===== src/hdl/lwebed_pkg.sv =====
// ---------------------------------------------------------------------------
// LWE bit encryption and decryption: shared constants and types
// Modulus, key length, Barrett reduction constants and the result record.
// ---------------------------------------------------------------------------
package lwebed_pkg;

	localparam int KEY_LEN   = 16;
	localparam int KEY_AW    = $clog2(KEY_LEN);
	localparam int MODULUS   = 3329;
	localparam int Q_W       = 12;
	localparam int PROD_W    = 2 * Q_W;
	localparam int BARRETT_K = PROD_W;
	localparam int BARRETT_M = (1 << BARRETT_K) / MODULUS;
	localparam int BM_W      = $clog2(BARRETT_M + 1);
	localparam int QH_W      = PROD_W - BARRETT_K + BM_W;
	localparam int SUM_W     = Q_W + 2;
	localparam int HALF_Q    = MODULUS / 2;
	localparam int QUARTER_Q = MODULUS / 4;

	localparam logic [Q_W-1:0] MOD_Q      = Q_W'(MODULUS);
	localparam logic [Q_W-1:0] HALF_Q1    = Q_W'(HALF_Q + 1);
	localparam logic [Q_W-1:0] QUARTER_QV = Q_W'(QUARTER_Q);
	localparam logic [Q_W-1:0] UPPER_QV   = Q_W'(MODULUS - QUARTER_Q);
	localparam logic [BM_W-1:0] BARRETT_MV = BM_W'(BARRETT_M);

	typedef enum logic {
		FUNC_KEY = 1'b0,
		FUNC_ROW = 1'b1
	} func_t;

	typedef struct packed {
		logic           plain_bit;
		logic [Q_W-1:0] cipher_out;
	} res_t;

	function automatic logic [Q_W-1:0] reduce_q(input logic [Q_W-1:0] v);
		reduce_q = (v >= MOD_Q) ? v - MOD_Q : v;
	endfunction

endpackage


===== src/hdl/lwe_bit_encrypt_decrypt_top.sv =====
// ---------------------------------------------------------------------------
// LWE bit encryption and decryption
// Keeps a secret key, accumulates the inner product of a streamed matrix row
// with the key modulo Q, and closes each row with an encrypted value or a
// decrypted bit.
// ---------------------------------------------------------------------------
// Channel   Direction  Contents
// s_axis    in         tuser func, tlast row_last, tdata element and operands
// m_axis    out        tdata cipher_out and plain_bit, one per closed row
// cfg       in         decrypt_mode, written when cfg_we is high
//
// One item is taken every cycle while input ready is high. A row's result is
// presented after its last element passes five pipeline stages (key read, multiply,
// Barrett quotient, Barrett correction, modular accumulate), the first loaded as the
// element is taken, then the output register.
// Reset clears the valid bits, the accumulator, the element position and the
// mode; key entries hold nothing until written.
// A two-entry output buffer lets the input run on while one result waits;
// input ready drops only when both entries are full.
// ---------------------------------------------------------------------------
module lwe_bit_encrypt_decrypt_top (
	input  logic        clk,
	input  logic        arst_n,
	input  logic        cfg_we,
	input  logic        cfg_wdata,
	input  logic        s_axis_tvalid,
	output logic        s_axis_tready,
	// [3:0] key_index, [15:4] elem_value, [16] message_bit,
	// [28:17] cipher_in, [30:29] noise, [31] zero
	input  logic [31:0] s_axis_tdata,
	// [0] func
	input  logic        s_axis_tuser,
	input  logic        s_axis_tlast,
	output logic        m_axis_tvalid,
	input  logic        m_axis_tready,
	// [11:0] cipher_out, [12] plain_bit, [15:13] zero
	output logic [15:0] m_axis_tdata
);
	import lwebed_pkg::*;

	logic             decrypt_mode_q;
	logic [Q_W-1:0]   key_store_q [KEY_LEN];
	logic [KEY_AW-1:0] elem_pos_q;
	logic [Q_W-1:0]   acc_q;

	logic             en;
	logic             in_acc;
	logic [KEY_AW-1:0] in_kidx;
	logic [Q_W-1:0]   in_elem;
	logic             in_msg;
	logic [Q_W-1:0]   in_cin;
	logic [1:0]       in_noise;

	logic             valid_s1, valid_s2, valid_s3, valid_s4, valid_s5;
	logic             last_s1, last_s2, last_s3, last_s4;
	logic             msg_s1, msg_s2, msg_s3, msg_s4, msg_s5;
	logic [Q_W-1:0]   cin_s1, cin_s2, cin_s3, cin_s4, cin_s5;
	logic [1:0]       noise_s1, noise_s2, noise_s3, noise_s4, noise_s5;
	logic [Q_W-1:0]   key_s1, elem_s1;
	logic [PROD_W-1:0] prod_s2, prod_s3;
	logic [QH_W-1:0]  qhat_s3;
	logic [Q_W-1:0]   pmod_s4;
	logic [Q_W-1:0]   acc_s5;

	logic [PROD_W+BM_W-1:0] qhat_full;
	logic [PROD_W-1:0] rem_wide;
	logic [Q_W:0]     acc_sum;
	logic [Q_W-1:0]   acc_next;

	logic signed [SUM_W-1:0] enc_u;
	logic [Q_W-1:0]   enc_val;
	logic signed [SUM_W-1:0] dec_d;
	logic [Q_W-1:0]   dec_dm;
	res_t             res_new;

	logic             out_valid_q, skid_valid_q;
	res_t             out_q, skid_q;
	logic             new_valid, pop;

	assign en       = !(out_valid_q && skid_valid_q);
	assign in_acc   = s_axis_tvalid && en;
	assign in_kidx  = s_axis_tdata[3:0];
	assign in_elem  = s_axis_tdata[15:4];
	assign in_msg   = s_axis_tdata[16];
	assign in_cin   = s_axis_tdata[28:17];
	assign in_noise = s_axis_tdata[30:29];

	assign s_axis_tready = en;

	// Mode register
	always_ff @(posedge clk or negedge arst_n) begin
		if (!arst_n) begin
			decrypt_mode_q <= 1'b0;
		end else if (cfg_we) begin
			decrypt_mode_q <= cfg_wdata;
		end
	end

	// Key store
	always_ff @(posedge clk) begin
		if (in_acc && (func_t'(s_axis_tuser) == FUNC_KEY)) begin
			key_store_q[in_kidx] <= in_elem;
		end
	end

	// Row position
	always_ff @(posedge clk or negedge arst_n) begin
		if (!arst_n) begin
			elem_pos_q <= '0;
		end else if (in_acc && (func_t'(s_axis_tuser) == FUNC_ROW)) begin
			if (s_axis_tlast || (elem_pos_q == KEY_AW'(KEY_LEN - 1))) begin
				elem_pos_q <= '0;
			end else begin
				elem_pos_q <= elem_pos_q + 1'b1;
			end
		end
	end

	assign qhat_full = prod_s2 * BARRETT_MV;
	assign rem_wide  = prod_s3 - PROD_W'(qhat_s3) * PROD_W'(MODULUS);
	assign acc_sum   = {1'b0, acc_q} + {1'b0, pmod_s4};
	assign acc_next  = (acc_sum >= {1'b0, MOD_Q}) ? Q_W'(acc_sum - {1'b0, MOD_Q})
	                                              : acc_sum[Q_W-1:0];

	// Pipeline valid bits and accumulator
	always_ff @(posedge clk or negedge arst_n) begin
		if (!arst_n) begin
			valid_s1 <= 1'b0;
			valid_s2 <= 1'b0;
			valid_s3 <= 1'b0;
			valid_s4 <= 1'b0;
			valid_s5 <= 1'b0;
			acc_q    <= '0;
		end else if (en) begin
			valid_s1 <= in_acc && (func_t'(s_axis_tuser) == FUNC_ROW);
			valid_s2 <= valid_s1;
			valid_s3 <= valid_s2;
			valid_s4 <= valid_s3;
			valid_s5 <= valid_s4 && last_s4;
			if (valid_s4) begin
				acc_q <= last_s4 ? '0 : acc_next;
			end
		end
	end

	// Pipeline payload
	always_ff @(posedge clk) begin
		if (en) begin
			key_s1   <= reduce_q(key_store_q[elem_pos_q]);
			elem_s1  <= reduce_q(in_elem);
			last_s1  <= s_axis_tlast;
			msg_s1   <= in_msg;
			cin_s1   <= reduce_q(in_cin);
			noise_s1 <= in_noise;

			prod_s2  <= PROD_W'(key_s1) * PROD_W'(elem_s1);
			last_s2  <= last_s1;
			msg_s2   <= msg_s1;
			cin_s2   <= cin_s1;
			noise_s2 <= noise_s1;

			prod_s3  <= prod_s2;
			qhat_s3  <= qhat_full[PROD_W+BM_W-1:BARRETT_K];
			last_s3  <= last_s2;
			msg_s3   <= msg_s2;
			cin_s3   <= cin_s2;
			noise_s3 <= noise_s2;

			pmod_s4  <= (rem_wide >= PROD_W'(MODULUS)) ? Q_W'(rem_wide - PROD_W'(MODULUS))
			                                           : rem_wide[Q_W-1:0];
			last_s4  <= last_s3;
			msg_s4   <= msg_s3;
			cin_s4   <= cin_s3;
			noise_s4 <= noise_s3;

			acc_s5   <= acc_next;
			msg_s5   <= msg_s4;
			cin_s5   <= cin_s4;
			noise_s5 <= noise_s4;
		end
	end

	// Result from the closed row
	always_comb begin
		enc_u = $signed({2'b00, acc_s5})
		      + $signed({2'b00, (msg_s5 ? HALF_Q1 : {Q_W{1'b0}})})
		      + $signed({{(SUM_W-2){noise_s5[1]}}, noise_s5});
		if (enc_u < 0) begin
			enc_val = Q_W'(enc_u + $signed({2'b00, MOD_Q}));
		end else if (enc_u >= $signed({2'b00, MOD_Q})) begin
			enc_val = Q_W'(enc_u - $signed({2'b00, MOD_Q}));
		end else begin
			enc_val = enc_u[Q_W-1:0];
		end

		dec_d = $signed({2'b00, cin_s5}) - $signed({2'b00, acc_s5});
		if (dec_d < 0) begin
			dec_dm = Q_W'(dec_d + $signed({2'b00, MOD_Q}));
		end else begin
			dec_dm = dec_d[Q_W-1:0];
		end

		if (decrypt_mode_q) begin
			res_new.cipher_out = '0;
			res_new.plain_bit  = (dec_dm >= QUARTER_QV) && (dec_dm <= UPPER_QV);
		end else begin
			res_new.cipher_out = enc_val;
			res_new.plain_bit  = 1'b0;
		end
	end

	assign new_valid = en && valid_s5;
	assign pop       = out_valid_q && m_axis_tready;

	// Output register and skid entry
	always_ff @(posedge clk or negedge arst_n) begin
		if (!arst_n) begin
			out_valid_q  <= 1'b0;
			skid_valid_q <= 1'b0;
		end else if (!out_valid_q || pop) begin
			out_valid_q  <= skid_valid_q || new_valid;
			skid_valid_q <= skid_valid_q && new_valid;
		end else if (new_valid) begin
			skid_valid_q <= 1'b1;
		end
	end

	always_ff @(posedge clk) begin
		if (!out_valid_q || pop) begin
			if (skid_valid_q) begin
				out_q  <= skid_q;
				skid_q <= res_new;
			end else begin
				out_q <= res_new;
			end
		end else if (new_valid) begin
			skid_q <= res_new;
		end
	end

	assign m_axis_tvalid = out_valid_q;
	assign m_axis_tdata  = {3'b000, out_q.plain_bit, out_q.cipher_out};

`ifndef SYNTHESIS
	a_skid_behind_out: assert property (@(posedge clk) disable iff (!arst_n)
		skid_valid_q |-> out_valid_q)
		else $error("skid entry holds a result while the output register is empty");

	a_acc_range: assert property (@(posedge clk) disable iff (!arst_n)
		acc_q < MOD_Q)
		else $error("accumulator left the residue range");

	a_pos_cleared: assert property (@(posedge clk) disable iff (!arst_n)
		(in_acc && (func_t'(s_axis_tuser) == FUNC_ROW) && s_axis_tlast)
		|=> (elem_pos_q == '0 && valid_s1))
		else $error("row position not cleared after the last element");

	a_row_close: assert property (@(posedge clk) disable iff (!arst_n)
		(en && valid_s4 && last_s4) |=> (acc_q == '0 && valid_s5))
		else $error("closing row did not clear the accumulator");

	a_cipher_range: assert property (@(posedge clk) disable iff (!arst_n)
		out_valid_q |-> (out_q.cipher_out < MOD_Q))
		else $error("ciphertext value out of range");
`endif

endmodule

===== config.mk =====
export PLATFORM = sky130hd
export DESIGN_NAME = lwe_bit_encrypt_decrypt_top
export DESIGN_NICKNAME = d
export VERILOG_FILES = /design/src/hdl/lwebed_pkg.sv /design/src/hdl/lwe_bit_encrypt_decrypt_top.sv
export SDC_FILE = /design/constraint.sdc
export NUM_CORES = 1
export LEC_CHECK = 0
export ABC_AREA = 1
export BUFFER_PORTS_ARGS = -buffer_cell sky130_fd_sc_hd__buf_2
export CORE_MARGIN = 5
export CORE_UTILIZATION = 30
export DETAILED_ROUTE_END_ITERATION = 8
export SYNTH_ARGS = -nofsm -noshare
export SYNTH_HDL_FRONTEND = slang
export SYNTH_SLANG_ARGS = --single-unit

===== constraint.sdc =====
create_clock -name clk -period 6.5 [get_ports clk]
set_input_delay 1.3 -clock clk [delete_from_list [all_inputs] [get_ports clk]]
set_output_delay 1.3 -clock clk [all_outputs]
set_load 0.02 [all_outputs]

# [Yosys cells after proc, flatten, opt, wreduce, memory -nomap -nowiden]
# Memory sizes are Yosys's and may differ from the RTL's.
# Index checks and enable logic that the tools add are counted.
[word_totals] regBits=238 mem_bits_rw=192 in_bits=40 out_inout_bits=18 word_cells=109 n_memories=1
[mem_list] name="key_store_q" words=16 width=12 read_ports=1 rd_ports_with_merged_regs=0 write_ports=1 line_no="lwe_bit_encrypt_decrypt_top.sv:42" source="logic [Q_W-1:0] key_store_q [KEY_LEN];"
[op_classes] n_addsub=14 multipliers=3 n_lt_le_gt_ge=10 eq_ne=2 mux=20 bitwise=2 n_reduce_logical=17
[op_table] operator="$mux W12" n=9
[op_table] operator="$mux W13" n=5
[op_table] operator="$sub A12 B12 Y12 const B" n=5
[op_table] operator="$mul A24 B13 Y37 const B" n=1
[op_table] operator="$ge A12 B12 Y1 const B" n=3
[op_table] operator="$add A12 B11 Y12 const B" n=2
[op_table] operator="$ge A24 B12 Y1 const B" n=1
[op_table] operator="$mul A12 B12 Y24" n=1
[op_table] operator="$mul A13 B12 Y24 const B" n=1
[op_table] operator="$sub A24 B24 Y24" n=1
[op_table] operator="$add A14 B2 Y14" n=1
[op_table] operator="$ge A14 B13 Y1 const B" n=1
[op_table] operator="$lt A14 B1 Y1 const B" n=1
[op_table] operator="$add A12 B11 Y13" n=1
[op_table] operator="$add A12 B12 Y13" n=1
[op_table] operator="$ge A13 B12 Y1 const B" n=1
[op_table] operator="$lt A13 B1 Y1 const B" n=1
[op_table] operator="$sub A12 B12 Y13" n=1
[op_table] operator="$ge A12 B10 Y1 const B" n=1
[op_table] operator="$le A12 B12 Y1 const B" n=1
[op_table] operator="$sub A12 B11 Y12 const B" n=1
[op_table] operator="$mux W11" n=1
[op_table] operator="$logic_and A1 B1 Y1" n=9
[op_table] operator="$add A4 B1 Y4 const B" n=1
[op_table] operator="other kinds (9)" n=17

# [Depth between registers and ports, before layout]
[logic_depth] depth_word=9 mapped_depth=29 mapped_depth_nobuf=28

# [Least setup slack after synthesis]
# No wires, ideal clock.
[synth_timing] path_kind="register to register" start="reg skid_valid_q" end="reg skid_q[0] (netlist name), enable pin" setup_time_ps=382 arrival_ps=6249 required_ps=6118 slack_ps=-131 path_stages_with_launch=7 n_path_buf=1 period_less_slack_ps=6631 path_cell_list="dfrtp_1 > clkbuf_1 > nand2_1 > inv_1 > nor2_1 > nor2_1 > nor2_1"
[synth_via] elab_chain_cells=5 elab_cells_between_ends=6 classes_between="eq/ne (1); reduce/logical (5)"
[synth_lines] item="from (decl)" line_no="lwe_bit_encrypt_decrypt_top.sv:76" source="logic out_valid_q, skid_valid_q;"
[synth_lines] item="from (signal assigned)" line_no="lwe_bit_encrypt_decrypt_top.sv:222" source="skid_valid_q <= skid_valid_q && new_valid;"
[synth_lines] item="$logic_and A1 B1 Y1" line_no="lwe_bit_encrypt_decrypt_top.sv:80" source="assign en = !(out_valid_q && skid_valid_q);"
[synth_lines] item="$logic_not A1 Y1" line_no="lwe_bit_encrypt_decrypt_top.sv:80"
[synth_lines] item="net s_axis_tready" line_no="lwe_bit_encrypt_decrypt_top.sv:27" source="output logic s_axis_tready,"
[synth_lines] item="$logic_and A1 B1 Y1" line_no="lwe_bit_encrypt_decrypt_top.sv:212" source="assign new_valid = en && valid_s5;"
[synth_lines] item="$reduce_bool A2 Y1 (no line)"
[synth_lines] item="$reduce_and A2 Y1 (no line)"
[synth_lines] item="to (signal assigned)" line_no="lwe_bit_encrypt_decrypt_top.sv:232" source="skid_q <= res_new;"
[synth_lines] item="to (signal assigned)" line_no="lwe_bit_encrypt_decrypt_top.sv:237" source="skid_q <= res_new;"
[synth_lines] item="to (decl)" line_no="lwe_bit_encrypt_decrypt_top.sv:77" source="res_t out_q, skid_q;"
# The timed path passes the listed nets, and every way through them passes these cells.
# A chain may end at the register's enable or synchronous reset.

# [Worst setup path in the final report]
[layout_timing] start="reg key_s1[1]" end="reg prod_s2[23], data pin"
[layout_via] elab_chain_cells=1
[layout_lines] item="from (decl)" line_no="lwe_bit_encrypt_decrypt_top.sv:59" source="logic [Q_W-1:0] key_s1, elem_s1;"
[layout_lines] item="from (signal assigned)" line_no="lwe_bit_encrypt_decrypt_top.sv:149" source="key_s1 <= reduce_q(key_store_q[elem_pos_q]);"
[layout_lines] item="$mul A12 B12 Y24" line_no="lwe_bit_encrypt_decrypt_top.sv:156" source="prod_s2 <= PROD_W'(key_s1) * PROD_W'(elem_s1);"
[layout_lines] item="to (signal assigned)" line_no="lwe_bit_encrypt_decrypt_top.sv:156"
[layout_lines] item="to (decl)" line_no="lwe_bit_encrypt_decrypt_top.sv:60" source="logic [PROD_W-1:0] prod_s2, prod_s3;"
# Every way passes these cells.

==> flow_summary.json <==
{
  "status": "complete, no violations",
  "synth_top_area_share_pct": 35.74,
  "cts_root_buf": "clkbuf_16",
  "post-cts-setup-buffers": 0,
  "clk_path_buf_depth": 3,
  "io_buffers": 53,
  "r2r_end": "prod_s2[23]",
  "vias_per_cell": 4.528,
  "seqCellArea_mm2": 0.01280,
  "max_freq_mhz": 171.1,
  "cts_tree": "built",
  "arrival_ns": 6.17,
  "fillers": 11495,
  "drt_first_iter_violations": 1209,
  "grt_max_degree": 95,
  "routabilityCongestion": 0.8466,
  "endpoint": "prod_s2[23]",
  "path_max_fanout": 12,
  "fin_tns_setup_ns": 0,
  "drive_gt1_share_pct": 5.706,
  "hold_viol": 0,
  "multiInputGateArea_mm2": 0.01796,
  "synth_area_leaders": "edfxtp_1, fa_1, ha_1",
  "route.antenna.remaining_nets": 0,
  "timing.slew.headroom_pct": 31.19,
  "io_pins": 58,
  "cts_num_sinks": 430,
  "synthCells": 3613,
  "crit_path_end_kind": "register",
  "hold_path_depth": 0,
  "wl_per_cell_um": 13.98,
  "worst_r2r_path_depth": 18,
  "vias": 23538,
  "rrSetupSlack_ns": 0.66,
  "num_rows": 123,
  "worst_ep_required_time_ns": 6.83,
  "r2r_start": "key_s1[1]",
  "seq_area_frac_synth_pct": 37.50,
  "synth_top_flop_cell": "edfxtp_1",
  "worstSetupPathType": "reg2reg",
  "maxCapViolations": 0,
  "dieArea_mm2": 0.1205,
  "first_pass_iters": 6,
  "grt_pass1_vias": 23343,
  "clock_skew_ns": 0.02070,
  "wirelength_um": 72640,
  "syn2layout_area_growth_pct": 10.25,
  "htree_num_levels": 2,
  "die-height_um": 347.2,
  "cp-startpoint": "key_s1[1]",
  "hpwl_um": 56150,
  "synth-edff-count": 406,
  "worstSetupStartpointType": "register",
  "cts_buffers": 48,
  "nets": 4281,
  "tightest_slew_ns": 1.032,
  "track_usage_pct": 11.93,
  "setup_violations": 0,
  "initial_core_util_pct": 30.28,
  "synth_top_cell_by_area": "edfxtp_1",
  "rsz0062_at_grt": "false",
  "ys.warnings.count": 0,
  "async_reset_ff_share_pct": 5.581,
  "hold_start": "cin_s2[5]",
  "n_antenna_cell": 0,
  "period_needed_ns": 5.843,
  "grt_pass1_wl_um": 118700,
  "ys_seq_elements": 430,
  "ys_types": 59,
  "finalCritPeriodShare_pct": 89.89,
  "syn-mean-instance-area_um2": 9.441,
  "hold_path_class": "reg2reg",
  "die_x_um": 347.2,
  "cts_resized": 0,
  "drv_slew": 0,
  "synth_area_mm2": 0.03411,
  "grt-ovfl-total": 0,
  "path_clk_slew_ns": 0.06,
  "postCtsHoldBufs": 0,
  "antenna_found_initial": 4,
  "fp.coreArea_mm2": 0.1127,
  "drcViolationCount": 0,
  "insertion_delay_ns": 0.60
}
[worst max-delay path, cell delays in order, from the launching register on]
cell	delay (ns)
edfxtp_1	0.67
nand2_1	0.15
fa_1	0.56
inv_1	0.05
fa_1	0.52
inv_1	0.05
fa_1	0.51
fa_1	0.54
inv_1	0.05
fa_1	0.47
ha_1	0.37
a21oi_1	0.14
o21ai_0	0.09
o21bai_1	0.20
a21boi_0	0.29
o21ai_0	0.20
a21boi_0	0.37
o21ai_0	0.18
xor2_1	0.17
[synth_stat cells (9+ instances only)]
cell	instances
nor3_1	23
o21ai_0	125
ha_1	321
o211ai_1	51
o21ai_1	12
o21bai_1	9
nand4_1	69
xnor2_1	32
nand2_2	23
xor2_1	74
buf_4	14
nor2_1	152
fa_1	259
clkbuf_1	31
inv_1	761
and3_1	11
edfxtp_1	406
dfrtp_1	24
a21oi_1	157
nand2_1	715
nand3b_1	9
nand3_1	197
buf_2	20
mux2i_1	16
buf_6	16
[metal layers]
layer	vias up	track usage, %	wire length [um]
met2	375	21.77	36490
met1	11258	15.00	31770
met4	0	2.795	1744
met3	124	1.514	2644
li1	11781	-	-
met5	-	0	0
[layout make-up]
| cell class | count | area share, % |
|---|---|---|
| tap | 1500 | 4.991 |
| clock inverter | 28 | 0.8917 |
| sequential | 430 | 34.03 |
| multi-input combinational | 2337 | 47.77 |
| timing repair buffer | 80 | 1.278 |
| clock buffer | 59 | 3.414 |
| inverter | 764 | 7.626 |
[kinds of logic (layout without fill, tap and decap cells)]
group	after synthesis	after routing	synth area share, %
simple gates	1232	1232	15.60
flops	430	430	37.50
xor+xnor	111	111	2.960
buf+inv	848	931	9.912
compound gates	395	395	6.570
fa+ha+maj	580	580	26.98
mux	16	16	0.4695
other cells	1	3	0.01099
[sequential cells by signal, indices dropped and copies added (netlist names), 4 cells and up]
name,count
elem_pos_q,4
acc_s5,12
cin_s2,12
key_s1,12
skid_q,13
cin_s1,12
key_store_q,192
m_axis_tdata,13
elem_s1,12
cin_s4,12
prod_s2,24
cin_s5,12
prod_s3,24
qhat_s3,13
acc_q,12
pmod_s4,12
cin_s3,12
[how the worst min path moves through the flow]
stage / to
final: cin_s3[5]
after floorplan: cin_s2[0]
after global placement: last_s3
after CTS: last_s3
after detailed placement: cin_s2[9]
after global routing: cin_s5[2]
[placed cells by master, fill, tap and decap left out, types with 74 or more instances in the layout]
| master | count |
|---|---|
| edfxtp_1 | 406 |
| a21oi_1 | 157 |
| o21ai_0 | 125 |
| inv_1 | 761 |
| xor2_1 | 74 |
| nand3_1 | 197 |
| nor2_1 | 151 |
| fa_1 | 259 |
| nand2_1 | 714 |
| ha_1 | 321 |
[per-stage QoR]
step                      setup WS (ns)  utilization, %  hold WS [ns]  std cells  cell area (um2)
after floorplan                   1.148               -        0.4003       3615            34120
after global placement           0.6088           31.94        0.4028       5111            35980
after detailed placement         0.6023           31.94        0.4045       5111            35980
after CTS                        0.6062           33.38        0.4099       5198            37600
after global routing             0.1839           33.38        0.4180       5198            37600
final                            0.6571           33.38        0.4096       5198            37600
Power is left out: the tool's default activity adds up to more than one toggle a clock period on the data nets, which glitch-free logic cannot reach.
